$ cat config.mk
export PLATFORM = sky130hd
export DESIGN_NAME = clock_time_set_controller_core_flat
export DESIGN_NICKNAME = d
export VERILOG_FILES = /design/src/rtl/core/ctsc_pkg.sv /design/src/rtl/core/ctsc_if.sv /design/src/rtl/core/clock_time_set_controller_core.sv /design/src/flat_wrapper.sv
export SDC_FILE = /design/constraint.sdc
export NUM_CORES = 1
export LEC_CHECK = 0
export BUFFER_PORTS_ARGS = -buffer_cell sky130_fd_sc_hd__buf_4
export CAP_MARGIN = 20
export CORE_MARGIN = 2
export CORE_UTILIZATION = 50
export DETAILED_ROUTE_END_ITERATION = 10
export GPL_ROUTABILITY_DRIVEN = 0
export PLACE_DENSITY = 0.79
export SYNTH_ARGS = -nofsm -noshare
export SYNTH_HDL_FRONTEND = slang
export SYNTH_SLANG_ARGS = --single-unit
$ cat constraint.sdc
create_clock -name clk -period 16.5 [get_ports clk]
set_input_delay 3.3 -clock clk [delete_from_list [all_inputs] [get_ports clk]]
set_output_delay 3.3 -clock clk [all_outputs]
set_load 0.05 [all_outputs]
$ cat src/rtl/core/ctsc_pkg.sv
// Package of types, codes and helper functions for the clock time-setting controller.
package ctsc_pkg;

	typedef enum logic [1:0] {
		MODE_NORMAL,
		MODE_MINUTE,
		MODE_HOUR,
		MODE_DATE
	} mode_t;

	typedef enum logic [1:0] {
		KIND_TICK,
		KIND_MODE,
		KIND_UP,
		KIND_DOWN
	} kind_t;

	localparam logic [1:0] FIELD_MINUTE = 2'd0;
	localparam logic [1:0] FIELD_HOUR   = 2'd1;
	localparam logic [1:0] FIELD_DATE   = 2'd2;

	localparam int unsigned BTN_MODE = 0;
	localparam int unsigned BTN_UP   = 1;
	localparam int unsigned BTN_DOWN = 2;
	localparam int unsigned NUM_BTN  = 3;

	localparam logic [15:0] AGE_MAX        = 16'hFFFF;
	localparam logic [15:0] DEBOUNCE_RESET = 16'd200;
	localparam logic [5:0]  MINUTE_LAST    = 6'd59;
	localparam logic [6:0]  MINUTE_WRAP    = 7'd60;
	localparam logic [4:0]  HOUR_LAST      = 5'd23;
	localparam logic [5:0]  HOUR_WRAP      = 6'd24;

	// Word index of the debounce register, taken from paddr bit 2.
	localparam logic REG_DEBOUNCE = 1'b0;

	typedef struct packed {
		kind_t      kind;
		logic [4:0] rtc_date;
		logic [3:0] rtc_month;
		logic [6:0] rtc_year;
	} item_t;

	typedef struct packed {
		mode_t      edit_mode;
		logic [5:0] minute_shown;
		logic [4:0] hour_shown;
		logic [4:0] date_shown;
		logic       commit_valid;
		logic [1:0] commit_field;
		logic [5:0] commit_value;
	} result_t;

	// Days in the month; invalid months count as 31 days.
	function automatic logic [4:0] month_len(logic [3:0] month, logic [6:0] year);
		logic [4:0] len;
		case (month)
			4'd4, 4'd6, 4'd9, 4'd11: len = 5'd30;
			4'd2: len = (year[1:0] == 2'b00) ? 5'd29 : 5'd28;
			default: len = 5'd31;
		endcase
		return len;
	endfunction

endpackage

$ cat src/rtl/core/ctsc_if.sv
// Valid-ready channel interfaces for the input and result beats of the controller.
interface ctsc_in_if;
	logic       valid;
	logic       ready;
	logic [1:0] kind;
	logic [4:0] rtc_date;
	logic [3:0] rtc_month;
	logic [6:0] rtc_year;

	modport source (output valid, output kind, output rtc_date, output rtc_month,
		output rtc_year, input ready);
	modport sink (input valid, input kind, input rtc_date, input rtc_month,
		input rtc_year, output ready);
endinterface

interface ctsc_out_if;
	logic       valid;
	logic       ready;
	logic [1:0] edit_mode;
	logic [5:0] minute_shown;
	logic [4:0] hour_shown;
	logic [4:0] date_shown;
	logic       commit_valid;
	logic [1:0] commit_field;
	logic [5:0] commit_value;

	modport source (output valid, output edit_mode, output minute_shown, output hour_shown,
		output date_shown, output commit_valid, output commit_field, output commit_value,
		input ready);
	modport sink (input valid, input edit_mode, input minute_shown, input hour_shown,
		input date_shown, input commit_valid, input commit_field, input commit_value,
		output ready);
endinterface

$ cat src/rtl/core/clock_time_set_controller_core.sv
// Top level of the clock time-setting controller core.
// Each input beat (a millisecond tick or a button edge) yields exactly one result beat
// carrying the edit mode, the edited values and an optional commit to the clock.
// A beat passes an input register and then a result register before its result is offered;
// one beat is accepted every cycle while results are taken.
// Debounce ageing, mode stepping and value stepping are all done in the single stage
// between those registers. The debounce register sits at byte address 0.
module clock_time_set_controller_core
	import ctsc_pkg::*;
(
	input  logic        clk,
	input  logic        arst_n,
	ctsc_in_if.sink     in_ch,
	ctsc_out_if.source  out_ch,
	input  logic        psel,
	input  logic        penable,
	input  logic        pwrite,
	input  logic [2:0]  paddr,
	input  logic [31:0] pwdata,
	output logic [31:0] prdata,
	output logic        pready
);

	logic [15:0] debounce_q;
	mode_t       mode_q;
	logic [5:0]  minute_q;
	logic [4:0]  hour_q;
	logic [4:0]  date_q;
	logic        pend_q [NUM_BTN];
	logic [15:0] age_q  [NUM_BTN];

	item_t       item_s1;
	logic        valid_s1;
	result_t     result_q;
	logic        out_valid_q;

	logic        advance;
	logic        cfg_wr;

	mode_t       mode_nxt;
	logic [5:0]  minute_nxt;
	logic [4:0]  hour_nxt;
	logic [4:0]  date_nxt;
	logic        pend_nxt [NUM_BTN];
	logic [15:0] age_nxt  [NUM_BTN];
	logic        fire     [NUM_BTN];
	logic [15:0] age_inc  [NUM_BTN];
	logic [4:0]  len;
	result_t     result_nxt;

	function automatic logic [5:0] minute_step(logic [5:0] v, logic up);
		logic [6:0] inc;
		inc = {1'b0, v} + 7'd1;
		if (up) begin
			return (inc >= MINUTE_WRAP) ? 6'd0 : inc[5:0];
		end
		return (v == 6'd0) ? MINUTE_LAST : v - 6'd1;
	endfunction

	function automatic logic [4:0] hour_step(logic [4:0] v, logic up);
		logic [5:0] inc;
		inc = {1'b0, v} + 6'd1;
		if (up) begin
			return (inc >= HOUR_WRAP) ? 5'd0 : inc[4:0];
		end
		return (v == 5'd0) ? HOUR_LAST : v - 5'd1;
	endfunction

	function automatic logic [4:0] date_step(logic [4:0] v, logic up, logic [4:0] mlen);
		if (up) begin
			return (v >= mlen) ? 5'd1 : v + 5'd1;
		end
		return (v <= 5'd1) ? mlen : v - 5'd1;
	endfunction

	assign advance     = valid_s1 && (!out_valid_q || out_ch.ready);
	assign in_ch.ready = !valid_s1 || advance;

	assign cfg_wr = psel && penable && pwrite && (paddr[2] == REG_DEBOUNCE);
	assign pready = 1'b1;
	assign prdata = (paddr[2] == REG_DEBOUNCE) ? {16'd0, debounce_q} : 32'd0;

	assign len = month_len(item_s1.rtc_month, item_s1.rtc_year);

	always_comb begin
		mode_nxt   = mode_q;
		minute_nxt = minute_q;
		hour_nxt   = hour_q;
		date_nxt   = date_q;
		result_nxt = '0;
		for (int b = 0; b < NUM_BTN; b++) begin
			pend_nxt[b] = pend_q[b];
			age_nxt[b]  = age_q[b];
			fire[b]     = 1'b0;
			age_inc[b]  = (age_q[b] == AGE_MAX) ? age_q[b] : age_q[b] + 16'd1;
		end

		case (item_s1.kind)
			KIND_MODE: begin
				if (!pend_q[BTN_MODE]) begin
					pend_nxt[BTN_MODE] = 1'b1;
					age_nxt[BTN_MODE]  = 16'd0;
				end
			end
			KIND_UP: begin
				pend_nxt[BTN_UP] = 1'b1;
				age_nxt[BTN_UP]  = 16'd0;
			end
			KIND_DOWN: begin
				pend_nxt[BTN_DOWN] = 1'b1;
				age_nxt[BTN_DOWN]  = 16'd0;
			end
			default: begin
				for (int b = 0; b < NUM_BTN; b++) begin
					if (pend_q[b]) begin
						age_nxt[b] = age_inc[b];
						if (age_inc[b] >= debounce_q) begin
							fire[b]     = 1'b1;
							pend_nxt[b] = 1'b0;
						end
					end
				end
			end
		endcase

		if (fire[BTN_MODE]) begin
			case (mode_q)
				MODE_NORMAL: mode_nxt = MODE_MINUTE;
				MODE_MINUTE: begin
					result_nxt.commit_valid = 1'b1;
					result_nxt.commit_field = FIELD_MINUTE;
					result_nxt.commit_value = minute_q;
					mode_nxt = MODE_HOUR;
				end
				MODE_HOUR: begin
					result_nxt.commit_valid = 1'b1;
					result_nxt.commit_field = FIELD_HOUR;
					result_nxt.commit_value = {1'b0, hour_q};
					mode_nxt = MODE_DATE;
				end
				default: begin
					if (item_s1.rtc_date != date_q) begin
						result_nxt.commit_valid = 1'b1;
						result_nxt.commit_field = FIELD_DATE;
						result_nxt.commit_value = {1'b0, date_q};
					end
					mode_nxt = MODE_NORMAL;
				end
			endcase
		end

		if (fire[BTN_UP]) begin
			case (mode_nxt)
				MODE_MINUTE: minute_nxt = minute_step(minute_nxt, 1'b1);
				MODE_HOUR:   hour_nxt   = hour_step(hour_nxt, 1'b1);
				MODE_DATE:   date_nxt   = date_step(date_nxt, 1'b1, len);
				default: ;
			endcase
		end

		if (fire[BTN_DOWN]) begin
			case (mode_nxt)
				MODE_MINUTE: minute_nxt = minute_step(minute_nxt, 1'b0);
				MODE_HOUR:   hour_nxt   = hour_step(hour_nxt, 1'b0);
				MODE_DATE:   date_nxt   = date_step(date_nxt, 1'b0, len);
				default: ;
			endcase
		end

		result_nxt.edit_mode    = mode_nxt;
		result_nxt.minute_shown = minute_nxt;
		result_nxt.hour_shown   = hour_nxt;
		result_nxt.date_shown   = date_nxt;
	end

	always_ff @(posedge clk or negedge arst_n) begin
		if (!arst_n) begin
			debounce_q <= DEBOUNCE_RESET;
		end else if (cfg_wr) begin
			debounce_q <= pwdata[15:0];
		end
	end

	always_ff @(posedge clk or negedge arst_n) begin
		if (!arst_n) begin
			valid_s1 <= 1'b0;
		end else if (in_ch.ready) begin
			valid_s1 <= in_ch.valid;
		end
	end

	always_ff @(posedge clk) begin
		if (in_ch.valid && in_ch.ready) begin
			item_s1.kind      <= kind_t'(in_ch.kind);
			item_s1.rtc_date  <= in_ch.rtc_date;
			item_s1.rtc_month <= in_ch.rtc_month;
			item_s1.rtc_year  <= in_ch.rtc_year;
		end
	end

	always_ff @(posedge clk or negedge arst_n) begin
		if (!arst_n) begin
			mode_q   <= MODE_NORMAL;
			minute_q <= 6'd0;
			hour_q   <= 5'd0;
			date_q   <= 5'd0;
			for (int b = 0; b < NUM_BTN; b++) begin
				pend_q[b] <= 1'b0;
				age_q[b]  <= 16'd0;
			end
		end else if (advance) begin
			mode_q   <= mode_nxt;
			minute_q <= minute_nxt;
			hour_q   <= hour_nxt;
			date_q   <= date_nxt;
			for (int b = 0; b < NUM_BTN; b++) begin
				pend_q[b] <= pend_nxt[b];
				age_q[b]  <= age_nxt[b];
			end
		end
	end

	always_ff @(posedge clk or negedge arst_n) begin
		if (!arst_n) begin
			out_valid_q <= 1'b0;
		end else if (advance) begin
			out_valid_q <= 1'b1;
		end else if (out_ch.ready) begin
			out_valid_q <= 1'b0;
		end
	end

	always_ff @(posedge clk) begin
		if (advance) begin
			result_q <= result_nxt;
		end
	end

	assign out_ch.valid        = out_valid_q;
	assign out_ch.edit_mode    = result_q.edit_mode;
	assign out_ch.minute_shown = result_q.minute_shown;
	assign out_ch.hour_shown   = result_q.hour_shown;
	assign out_ch.date_shown   = result_q.date_shown;
	assign out_ch.commit_valid = result_q.commit_valid;
	assign out_ch.commit_field = result_q.commit_field;
	assign out_ch.commit_value = result_q.commit_value;

endmodule

$ cat src/flat_wrapper.sv
// flat-port wrapper written by rule: the top's interface ports become plain ports
module clock_time_set_controller_core_flat import ctsc_pkg::*;
  (clk, arst_n, psel, penable, pwrite, paddr, pwdata, prdata, pready, in_ch_valid, in_ch_kind, in_ch_rtc_date, in_ch_rtc_month, in_ch_rtc_year, in_ch_ready, out_ch_valid, out_ch_edit_mode, out_ch_minute_shown, out_ch_hour_shown, out_ch_date_shown, out_ch_commit_valid, out_ch_commit_field, out_ch_commit_value, out_ch_ready);
  ctsc_in_if in_ch_i ();
  ctsc_out_if out_ch_i ();
  input  logic clk;
  input  logic arst_n;
  input  logic psel;
  input  logic penable;
  input  logic pwrite;
  input  logic [2:0] paddr;
  input  logic [31:0] pwdata;
  output logic [31:0] prdata;
  output logic pready;
  input wire logic [$bits(in_ch_i.valid)-1:0] in_ch_valid;
  input wire logic [$bits(in_ch_i.kind)-1:0] in_ch_kind;
  input wire logic [$bits(in_ch_i.rtc_date)-1:0] in_ch_rtc_date;
  input wire logic [$bits(in_ch_i.rtc_month)-1:0] in_ch_rtc_month;
  input wire logic [$bits(in_ch_i.rtc_year)-1:0] in_ch_rtc_year;
  output wire logic [$bits(in_ch_i.ready)-1:0] in_ch_ready;
  output wire logic [$bits(out_ch_i.valid)-1:0] out_ch_valid;
  output wire logic [$bits(out_ch_i.edit_mode)-1:0] out_ch_edit_mode;
  output wire logic [$bits(out_ch_i.minute_shown)-1:0] out_ch_minute_shown;
  output wire logic [$bits(out_ch_i.hour_shown)-1:0] out_ch_hour_shown;
  output wire logic [$bits(out_ch_i.date_shown)-1:0] out_ch_date_shown;
  output wire logic [$bits(out_ch_i.commit_valid)-1:0] out_ch_commit_valid;
  output wire logic [$bits(out_ch_i.commit_field)-1:0] out_ch_commit_field;
  output wire logic [$bits(out_ch_i.commit_value)-1:0] out_ch_commit_value;
  input wire logic [$bits(out_ch_i.ready)-1:0] out_ch_ready;
  assign in_ch_i.valid = in_ch_valid;
  assign in_ch_i.kind = in_ch_kind;
  assign in_ch_i.rtc_date = in_ch_rtc_date;
  assign in_ch_i.rtc_month = in_ch_rtc_month;
  assign in_ch_i.rtc_year = in_ch_rtc_year;
  assign in_ch_ready = in_ch_i.ready;
  assign out_ch_valid = out_ch_i.valid;
  assign out_ch_edit_mode = out_ch_i.edit_mode;
  assign out_ch_minute_shown = out_ch_i.minute_shown;
  assign out_ch_hour_shown = out_ch_i.hour_shown;
  assign out_ch_date_shown = out_ch_i.date_shown;
  assign out_ch_commit_valid = out_ch_i.commit_valid;
  assign out_ch_commit_field = out_ch_i.commit_field;
  assign out_ch_commit_value = out_ch_i.commit_value;
  assign out_ch_i.ready = out_ch_ready;
  clock_time_set_controller_core u_core (.clk(clk), .arst_n(arst_n), .in_ch(in_ch_i), .out_ch(out_ch_i), .psel(psel), .penable(penable), .pwrite(pwrite), .paddr(paddr), .pwdata(pwdata), .prdata(prdata), .pready(pready));
endmodule
==> impl_metrics.json, run 1 <==
{
  "synth_simple_gate_area_frac": 0.173,
  "skew_ps": 6.76,
  "crit_fanout": 17,
  "cts_buffers": 17,
  "arrival_ps": 3840,
  "cts_root_buf": "clkbuf_16",
  "async_reset_ff_frac": 0.685,
  "synth_top_area_share": 0.237,
  "drtIter0Drc": 547,
  "place_inst": 1216,
  "synth_area_um2": 8890,
  "synth_edf_count": 40,
  "dr.pass1.iters": 5,
  "diodes": 0,
  "synth_compound_area_frac": 0.203,
  "clock_latency_ps": 430,
  "p_int_w": 0.000692,
  "ctsLongestPathBuffers": 2,
  "timing.fmax_mhz": 140,
  "vias_per_cell": 5.91,
  "muxShareOfSynthArea": 0.0449,
  "p_sw_frac": 0.347,
  "yosysMostFrequentCell": "nor2_1",
  "p_leak_nw": 4.44,
  "cts_hold_buf": 0,
  "hpwlAfterDp_um": 14800,
  "yosysSeqAreaShare": 0.381,
  "fin_setup_tns_ps": 0,
  "drive_above_1_share": 0.167,
  "antenna_found_initial": 0,
  "endpoint_kind": "output port",
  "rows": 48,
  "cts_tree": "done",
  "pwr-share-comb": 0.282,
  "clk_pin_slew_ps": 60,
  "die_x_um": 137,
  "post-route-period-util": 0.433,
  "finalHoldViolations": 0,
  "first_global_vias": 6738,
  "grt_use_total": 0.224,
  "grt_overflow": 0,
  "ys_types": 76,
  "status": "completed",
  "wl_per_cell_um": 16.6,
  "cts_sinks": 127,
  "avgSynthCellArea_um2": 9.38,
  "grt_max_degree": 54,
  "htree_levels": 4,
  "postCtsSetupBuffers": 0,
  "die_area_um2": 18900,
  "vias": 7383,
  "synth_area_leader_cell": "dfrtp_1",
  "yosysWarnings": 0,
  "ios": 122,
  "die_height_um": 137,
  "critPathLaunchType": "input pin",
  "min_period_ps": 7140,
  "max-cap-violations": 0,
  "seq_power_share": 0.377,
  "critPathRequiredTime_ps": 13200,
  "synthAdderAreaFrac": 0.101,
  "ys_top_cells_by_count": "nor2_1 (91), dfrtp_1 (84), nand2_1 (76)",
  "rsz0062_at_grt": "false",
  "net-switching-power_w": 0.000368,
  "ys_ff_latch": 127,
  "post_cts_resized": 0,
  "peakVddDrop_v": 0.0000821,
  "slew_violations": 0,
  "finalSetupViolCount": 0,
  "path_class": "in2out",
  "synth_top_family_by_area": "compound AO/OA/AOI/OAI gates",
  "synth_flop_cell": "dfrtp_1",
  "design.core.area_um2": 17400,
  "cellPowerDensity_nw_per_um2": 104,
  "grt_pass1_wl_um": 33100,
  "start_util": 0.512,
  "port_buffers": 81,
  "pwr-share-clk": 0.341,
  "synth_xor_area_frac": 0.0463,
  "nNetsFinal": 1143,
  "drc": 0,
  "synthCells": 947,
  "stdcell_count": 1249,
  "hp-class": "reg2reg",
  "synthTopCellsByArea": "dfrtp_1 (24%), edfxtp_1 (14%), ha_1 (10%), mux2_2 (3.9%), nor2_1 (3.8%)",
  "ant_nets": 0,
  "slew_headroom": 0.377,
  "worst_pin_slew_ps": 930,
  "area_delta_synth_final_pct": 14.2,
  "routed_wl_um": 20700
}
[cells in the final DEF (no fill, tap or decap), drive strengths merged, types with 13 or more instances in the layout]
cell type  count
ha            72
xnor2         31
inv           40
buf           88
nand4         17
conb          17
edfxtp        40
nor3          22
o21ai         66
a21oi         54
mux2          31
clkbuf        23
dfrtp         84
a22o          14
o31ai         27
a31oi         13
nand3         25
and3          14
nand2         76
nand2b        13
xor2          16
nor2          92
[path summary, 6_finish.rpt]
| path | start | to | slack, ps | cells after the start |
|---|---|---|---|---|
| min in group asynchronous | arst_n | u_core.age_q[34] | 2850 | 1 |
| max in group asynchronous | arst_n | u_core.age_q[9] | 12590 | 2 |
| hold reg to reg | u_core.valid_s1 | u_core.out_ch.valid | 490 | 1 |
| hold / removal | u_core.valid_s1 | u_core.out_ch.valid | 490 | 1 |
| setup reg to reg | u_core.age_q[36] | u_core.out_ch.date_shown[1] | 9750 | 20 |
| setup / recovery | paddr[2] | prdata[4] | 9360 | 3 |
[final cells by class]
cell class                      count  area [µm²]
Multi-Input combinational cell    738        5110
Clock buffer                       23         479
Sequential cell                   127        3380
Clock inverter                      9        85.1
Tap cell                          225         282
Timing Repair Buffer               88         661
Inverter                           39         146
Fill cell                        1467        7210
[power groups by stage]
stage,Combinational [W],Clock (W),Sequential [W]
2_1_floorplan,0.000209,0,0.000409
3_3_place_gp,0.000284,0,0.000402
3_5_place_dp,0.000295,0,0.000403
4_1_cts,0.000298,0.000366,0.000398
5_1_grt,0.000329,0.000378,0.000404
6_report,0.000299,0.000361,0.000399
[logic make-up (layout without fill, tap and decap cells)]
kind of cell             Yosys count  after routing
flip-flops                       127            127
other                              2             17
adder cells (fa/ha/maj)           72             72
AO/OA/AOI/OAI                    254            254
buffers and inverters             97            159
XOR/XNOR                          47             47
multiplexers                      36             36
AND/OR/NAND/NOR                  312            312
[registers in the layout (all words and copies together), names as in the netlist, 3 cells and up]
| register | flops |
|---|---|
| u_core.age_q | 48 |
| u_core.date_q | 5 |
| u_core.debounce_q | 16 |
| u_core.hour_q | 5 |
| u_core.item_s1 | 13 |
| u_core.minute_q | 6 |
| u_core.out_ch.commit_value | 6 |
| u_core.out_ch.date_shown | 5 |
| u_core.out_ch.hour_shown | 5 |
| u_core.out_ch.minute_shown | 6 |
| u_core.pend_q | 3 |
[through the flow]
stage                     hold WS, ps  power, W  instance area [µm²]   util  worst slack (ps)
after floorplan                   453  0.000618                 8940      -              8870
after CTS                         492   0.00106                10100  0.584              9350
after global placement            466  0.000686                 9570  0.551              9400
after global routing              512   0.00111                10100  0.585              9340
final                             492   0.00106                10100  0.585              9360
after detailed placement          485  0.000699                 9580  0.552              9350
[per-layer routing]
layer  global-route usage  vias to the layer above  wire length [µm]
li1                     -                     3584                 -
met2                0.373                      257             10200
met1                0.294                     3506              8940
met3               0.0453                       36              1200
met4               0.0659                        0               331
met5                    0                        -                 0
[worst max-delay path: stages]
cell    delay, ps
buf_4         180
nor2_1        150
buf_4         220
Note: power is estimated with default switching activity, not from simulation.
==> run 2: changes to the inputs <==
--- a/config.mk
+++ b/config.mk
@@ -11,7 +11,7 @@
 export CORE_UTILIZATION = 50
 export DETAILED_ROUTE_END_ITERATION = 10
 export GPL_ROUTABILITY_DRIVEN = 0
-export PLACE_DENSITY = 0.79
+export PLACE_DENSITY = 0.82
 export SYNTH_ARGS = -nofsm -noshare
 export SYNTH_HDL_FRONTEND = slang
 export SYNTH_SLANG_ARGS = --single-unit
==> constraint.sdc (replaced) <==
create_clock -name clk -period 5.99 [get_ports clk]
set_input_delay 1.198 -clock clk [delete_from_list [all_inputs] [get_ports clk]]
set_output_delay 1.198 -clock clk [all_outputs]
set_load 0.05 [all_outputs]
==> run 2 against run 1 <==
  * Clock skew grew 1.3 ps
  * Register-to-register slack lost 9400 ps
  * Non-clock buffer count grew 13
  * Worst hold slack lost 15 ps
  * Cell area grew 1.8%
  * Via count grew 2.1%
  * Die area is the same
  * Core utilization grew 1.0 points
  * Clock-buffer cell count shrank 2
  * Sequential power grew to 2.8 times the previous value
==> impl_metrics.json, run 2 (synthesis gave the netlist of run 1 again) <==
{
  "status": "completed",
  "fillers": 1449,
  "p_sw_frac": 0.342,
  "cts_hold_buf": 0,
  "fin_area_um2": 10300,
  "timing.fmax_mhz": 177,
  "rows": 48,
  "critPathRequiredTime_ps": 6150,
  "wl_per_cell_um": 16.6,
  "place_area_um2": 9670,
  "largest_reg_flops": 48,
  "finalSetupViolCount": 0,
  "crit_fanout": 9,
  "grt_overflow": 0,
  "htree_levels": 4,
  "net-switching-power_w": 0.00103,
  "cts_sinks": 127,
  "seq_area_um2": 3380,
  "r2r_start": "u_core.age_q[20]",
  "die_height_um": 137,
  "hold_ws_ps": 478,
  "peakVddDrop_v": 0.000258,
  "ios": 122,
  "p_int_w": 0.00198,
  "antenna_found_initial": 0,
  "post_cts_resized": 0,
  "cts_buffers": 17,
  "worst_pin_slew_ps": 861,
  "postCtsSetupBuffers": 0,
  "crit_end": "u_core.out_ch.date_shown[1]",
  "top_regs": "u_core.age_q (48), u_core.debounce_q (16), u_core.item_s1 (13)",
  "min_period_ps": 5650,
  "path_class": "reg2reg",
  "ant_nets": 0,
  "layout_common_cells": "buf_4 (99), nor2_1 (91), dfrtp_1 (84)",
  "endpoint_kind": "flop",
  "drtIter0Drc": 534,
  "fin_setup_tns_ps": 0,
  "design.core.area_um2": 17400,
  "clk_pin_slew_ps": 60,
  "place_inst": 1228,
  "arrival_ps": 5810,
  "dr.pass1.iters": 6,
  "seq_power_share": 0.366,
  "vias_per_cell": 5.97,
  "post-route-period-util": 0.943,
  "diodes": 0,
  "rsz0062_at_grt": "false",
  "pwr-share-clk": 0.356,
  "final_util": 0.595,
  "port_buffers": 81,
  "finalHoldViolations": 0,
  "cellPowerDensity_nw_per_um2": 291,
  "die_area_um2": 18900,
  "p_leak_nw": 4.53,
  "first_global_vias": 7003,
  "area_delta_synth_final_pct": 16.2,
  "hp-class": "reg2reg",
  "drive_above_1_share": 0.183,
  "largest-register": "u_core.age_q",
  "grt_max_degree": 77,
  "r2r_slack_ps": 340,
  "skew_ps": 8.09,
  "hpwlAfterDp_um": 15100,
  "critPathLaunch": "u_core.age_q[20]",
  "slew_violations": 0,
  "ctsLongestPathBuffers": 2,
  "routed_wl_um": 20900,
  "cts_root_buf": "clkbuf_16",
  "stdcell_count": 1262,
  "reg2reg_depth": 21,
  "cts_tree": "done",
  "max-cap-violations": 0,
  "pwr-share-comb": 0.278,
  "nNetsFinal": 1156,
  "clock_latency_ps": 430,
  "start_util": 0.512,
  "r2r-end": "u_core.out_ch.date_shown[1]",
  "die_x_um": 137,
  "slew_headroom": 0.423,
  "final_common_cell": "buf_4",
  "multi_input_area_um2": 5130,
  "grt_use_total": 0.228,
  "critPathLaunchType": "flop",
  "vias": 7539,
  "grt_pass1_wl_um": 33800,
  "drc": 0
}
## run 2: changes by cell type in the layout (fill, tap and decap cells not counted), sizes merged
cell,delta
buf,+13
clkbuf,-2
clkinvlp,-2
inv,+2
bufinv,+1
clkinv,+1
## run 2: power groups by stage
stage	clock network, W	registers [W]	logic [W]
floorplan	0	0.00113	0.000577
finish	0.00107	0.00110	0.000836
detailed placement	0	0.00111	0.000822
global route	0.00113	0.00112	0.000921
global placement	0	0.00111	0.000789
CTS	0.00108	0.00110	0.000831
## run 2: worst min-delay path by stage
stage	startpoint	to	slack, ps	depth (start not counted)
3_3_place_gp	u_core.valid_s1	u_core.out_ch.valid	460	1
5_1_grt	u_core.valid_s1	u_core.out_ch.valid	510	1
3_5_place_dp	u_core.valid_s1	u_core.out_ch.valid	470	1
4_1_cts	u_core.valid_s1	u_core.out_ch.valid	480	1
2_1_floorplan	u_core.age_q[40]	u_core.age_q[40]	450	1
6_report	u_core.valid_s1	u_core.out_ch.valid	480	1
## run 2: cell type report
| cell class | count | area share |
|---|---|---|
| timing repair buffer | 101 | 0.0750 |
| clock inverter | 11 | 0.0120 |
| inverter | 39 | 0.0142 |
| multi-input combinational | 738 | 0.496 |
| clock buffer | 21 | 0.0477 |
| tap | 225 | 0.0273 |
| sequential | 127 | 0.327 |
## run 2: per-stage QoR
| stage | setup WS [ps] | power, W |
|---|---|---|
| global route | 3.86 | 0.00316 |
| floorplan | 750 | 0.00170 |
| global placement | 304 | 0.00190 |
| CTS | 53.9 | 0.00301 |
| finish | 341 | 0.00301 |
| detailed placement | 154 | 0.00193 |
## run 2: per-layer routing
metal	GRT usage	vias up	wire (µm)
met5	0	-	0
met2	0.378	256	10300
met3	0.0456	42	1080
met1	0.294	3629	9000
met4	0.0876	0	494
li1	-	3612	-
## run 2: worst max-delay path, stage by stage, from the launching register on
cell and delay [ps]:
dfrtp_1 480, and4_1 230, and2_1 200, nand4_1 160
nor3_1 390, nand2b_2 210, and2_0 290, and4_1 290
xor2_1 150, ha_1 300, a21oi_1 120, o21ai_0 90
a2111oi_1 500, o21ai_1 290, and3_1 280, nand2_1 110
a21oi_1 100, ha_1 220, or3_4 420, and3_1 200
o21ai_0 240, mux2i_1 120
==> run 3: changes to the inputs <==
--- a/config.mk
+++ b/config.mk
@@ -6,12 +6,11 @@
 export NUM_CORES = 1
 export LEC_CHECK = 0
 export BUFFER_PORTS_ARGS = -buffer_cell sky130_fd_sc_hd__buf_4
-export CAP_MARGIN = 20
 export CORE_MARGIN = 2
-export CORE_UTILIZATION = 50
+export CORE_UTILIZATION = 24
 export DETAILED_ROUTE_END_ITERATION = 10
 export GPL_ROUTABILITY_DRIVEN = 0
-export PLACE_DENSITY = 0.82
+export PLACE_DENSITY = 0.49
 export SYNTH_ARGS = -nofsm -noshare
 export SYNTH_HDL_FRONTEND = slang
 export SYNTH_SLANG_ARGS = --single-unit
==> run 3 against run 2 <==
  * First-iteration DRC count down 12%
  * Combinational power up 1%
  * Non-clock buffer count up 10
  * Cell count up 20%
  * Sequential power about the same
  * Critical endpoint unchanged
  * Largest cell class unchanged
  * Highest routed layer unchanged
==> impl_metrics.json, run 3 (synthesis gave the netlist of run 1 again) <==
{
  "cts_tree": "done",
  "area_delta_synth_final_pct": 20.3,
  "seq_area_um2": 3380,
  "grt_overflow": 0,
  "finalSetupViolCount": 0,
  "grt_use_total": 0.124,
  "die_area_um2": 38600,
  "die_height_um": 196,
  "nNetsFinal": 1166,
  "cts_sinks": 127,
  "critPathLaunchType": "flop",
  "drc": 0,
  "crit_fanout": 8,
  "slew_headroom": 0.222,
  "endpoint_kind": "flop",
  "arrival_ps": 5720,
  "ios": 122,
  "port_buffers": 81,
  "grt_max_degree": 53,
  "timing.fmax_mhz": 180,
  "post_cts_resized": 0,
  "clk_pin_slew_ps": 60,
  "postCtsSetupBuffers": 0,
  "htree_levels": 4,
  "max-cap-violations": 0,
  "path_class": "reg2reg",
  "final_common_cell": "buf_4",
  "vias": 7269,
  "peakVddDrop_v": 0.000208,
  "drive_above_1_share": 0.191,
  "die_x_um": 196,
  "post-route-period-util": 0.928,
  "p_leak_nw": 4.57,
  "grt_pass1_wl_um": 37800,
  "slowest_stage": "dfrtp_1",
  "routed_wl_um": 23600,
  "cts_root_buf": "clkbuf_16",
  "worst_slack_ps": 430,
  "rsz0062_at_grt": "false",
  "dp_slack_ps": 274,
  "cellPowerDensity_nw_per_um2": 285,
  "skew_ps": 10.5,
  "crit_buf_inv": 1,
  "critPathRequiredTime_ps": 6150,
  "ctsLongestPathBuffers": 2,
  "hpwlAfterDp_um": 17100,
  "slew_violations": 0,
  "fin_setup_tns_ps": 0,
  "crit_chain": "nand4_1 -> nor3_2 -> nand4_1 -> nor3_1 -> buf_4 -> mux2_2 -> ha_1 -> nor2b_1 -> o211a_1 -> o311ai_4 -> a31o_1 -> a32oi_2 -> nor4_1 -> a21oi_1 -> ha_1 -> or3_4 -> and3_1 -> o21ai_0 -> mux2i_1",
  "top_regs": "u_core.age_q (48), u_core.debounce_q (16), u_core.item_s1 (13)",
  "min_period_ps": 5560,
  "design.core.area_um2": 36500,
  "dr.pass1.iters": 5,
  "wl_per_cell_um": 15.6,
  "layout_common_cells": "buf_4 (111), nor2_1 (91), dfrtp_1 (84)",
  "critPathMaxStageDelay_ps": 480,
  "drtIter0Drc": 468,
  "fillers": 3796,
  "hp-class": "reg2reg",
  "finalHoldViolations": 0,
  "diodes": 0,
  "ant_nets": 0,
  "first_global_vias": 7051,
  "largest-register": "u_core.age_q",
  "antenna_found_initial": 0,
  "cts_hold_buf": 0,
  "status": "completed",
  "rows": 70,
  "vias_per_cell": 4.80,
  "multi_input_area_um2": 5130,
  "crit_family": "simple AND/OR/NAND/NOR gates",
  "clock_latency_ps": 430,
  "largest_reg_flops": 48,
  "start_util": 0.243,
  "worst_pin_slew_ps": 1160,
  "cts_buffers": 17
}
==> run 3: cell types whose count changed in the layout (fill, tap and decap cells not counted), moves of 2 or more <==
| cell | before | now |
|---|---|---|
| clkinv_4 | 1 | 6 |
| clkinv_2 | 3 | 1 |
| clkbuf_16 | 19 | 17 |
| buf_4 | 99 | 111 |
==> run 3: path summary, 6_finish.rpt <==
path	depth (start not counted)	slack, ps	from	endpoint
max reg2reg	19	430	u_core.age_q[36]	u_core.out_ch.date_shown[1]
max in group asynchronous	2	4130	arst_n	u_core.debounce_q[6]
max	19	430	u_core.age_q[36]	u_core.out_ch.date_shown[1]
min reg2reg	1	500	u_core.age_q[40]	u_core.age_q[40]
min in group asynchronous	1	820	arst_n	u_core.minute_q[3]
min	1	500	u_core.age_q[40]	u_core.age_q[40]
==> run 3: final cells by class <==
cell class                 count  area share
clock buffer                  17      0.0398
clock inverter                14      0.0171
inverter                      39      0.0137
multi-input combinational    738       0.480
sequential                   127       0.316
tap                          468      0.0548
timing repair buffer         111      0.0780
==> run 3: stage by stage <==
stage / total power, W / utilization / hold slack [ps] / instance area (µm²) / std cells
finish: 0.00304 / 0.293 / 498 / 10700 / 1514
floorplan: 0.00170 / - / 453 / 8940 / 962
global route: 0.00322 / 0.293 / 518 / 10700 / 1514
global placement: 0.00195 / 0.276 / 467 / 10100 / 1483
CTS: 0.00308 / 0.292 / 493 / 10700 / 1514
detailed placement: 0.00197 / 0.276 / 485 / 10100 / 1483
==> run 3: per-layer routing <==
| metal | routed length [µm] | up-vias | GRT usage |
|---|---|---|---|
| li1 | - | 3629 | - |
| met1 | 11700 | 3470 | 0.172 |
| met2 | 10600 | 154 | 0.200 |
| met3 | 1070 | 16 | 0.0255 |
| met4 | 203 | 0 | 0.0278 |
| met5 | 0 | - | 0 |
==> run 3: worst register-to-register path, delay by kind of cell (launching register included) <==
| family | cells | cell delay (ps) |
|---|---|---|
| buffers and inverters | 1 | 200 |
| adder cells (fa/ha/maj) | 2 | 480 |
| AND/OR/NAND/NOR | 8 | 1990 |
| multiplexers | 2 | 500 |
| flip-flops | 1 | 480 |
| AO/OA/AOI/OAI | 6 | 1630 |
==> run 3: report_power, final <==
group / switching, W / total (W) / internal [W]
logic: 0.000534 / 0.000848 / 0.000313
registers: 0.000108 / 0.00110 / 0.000993
clock network: 0.000434 / 0.00109 / 0.000660
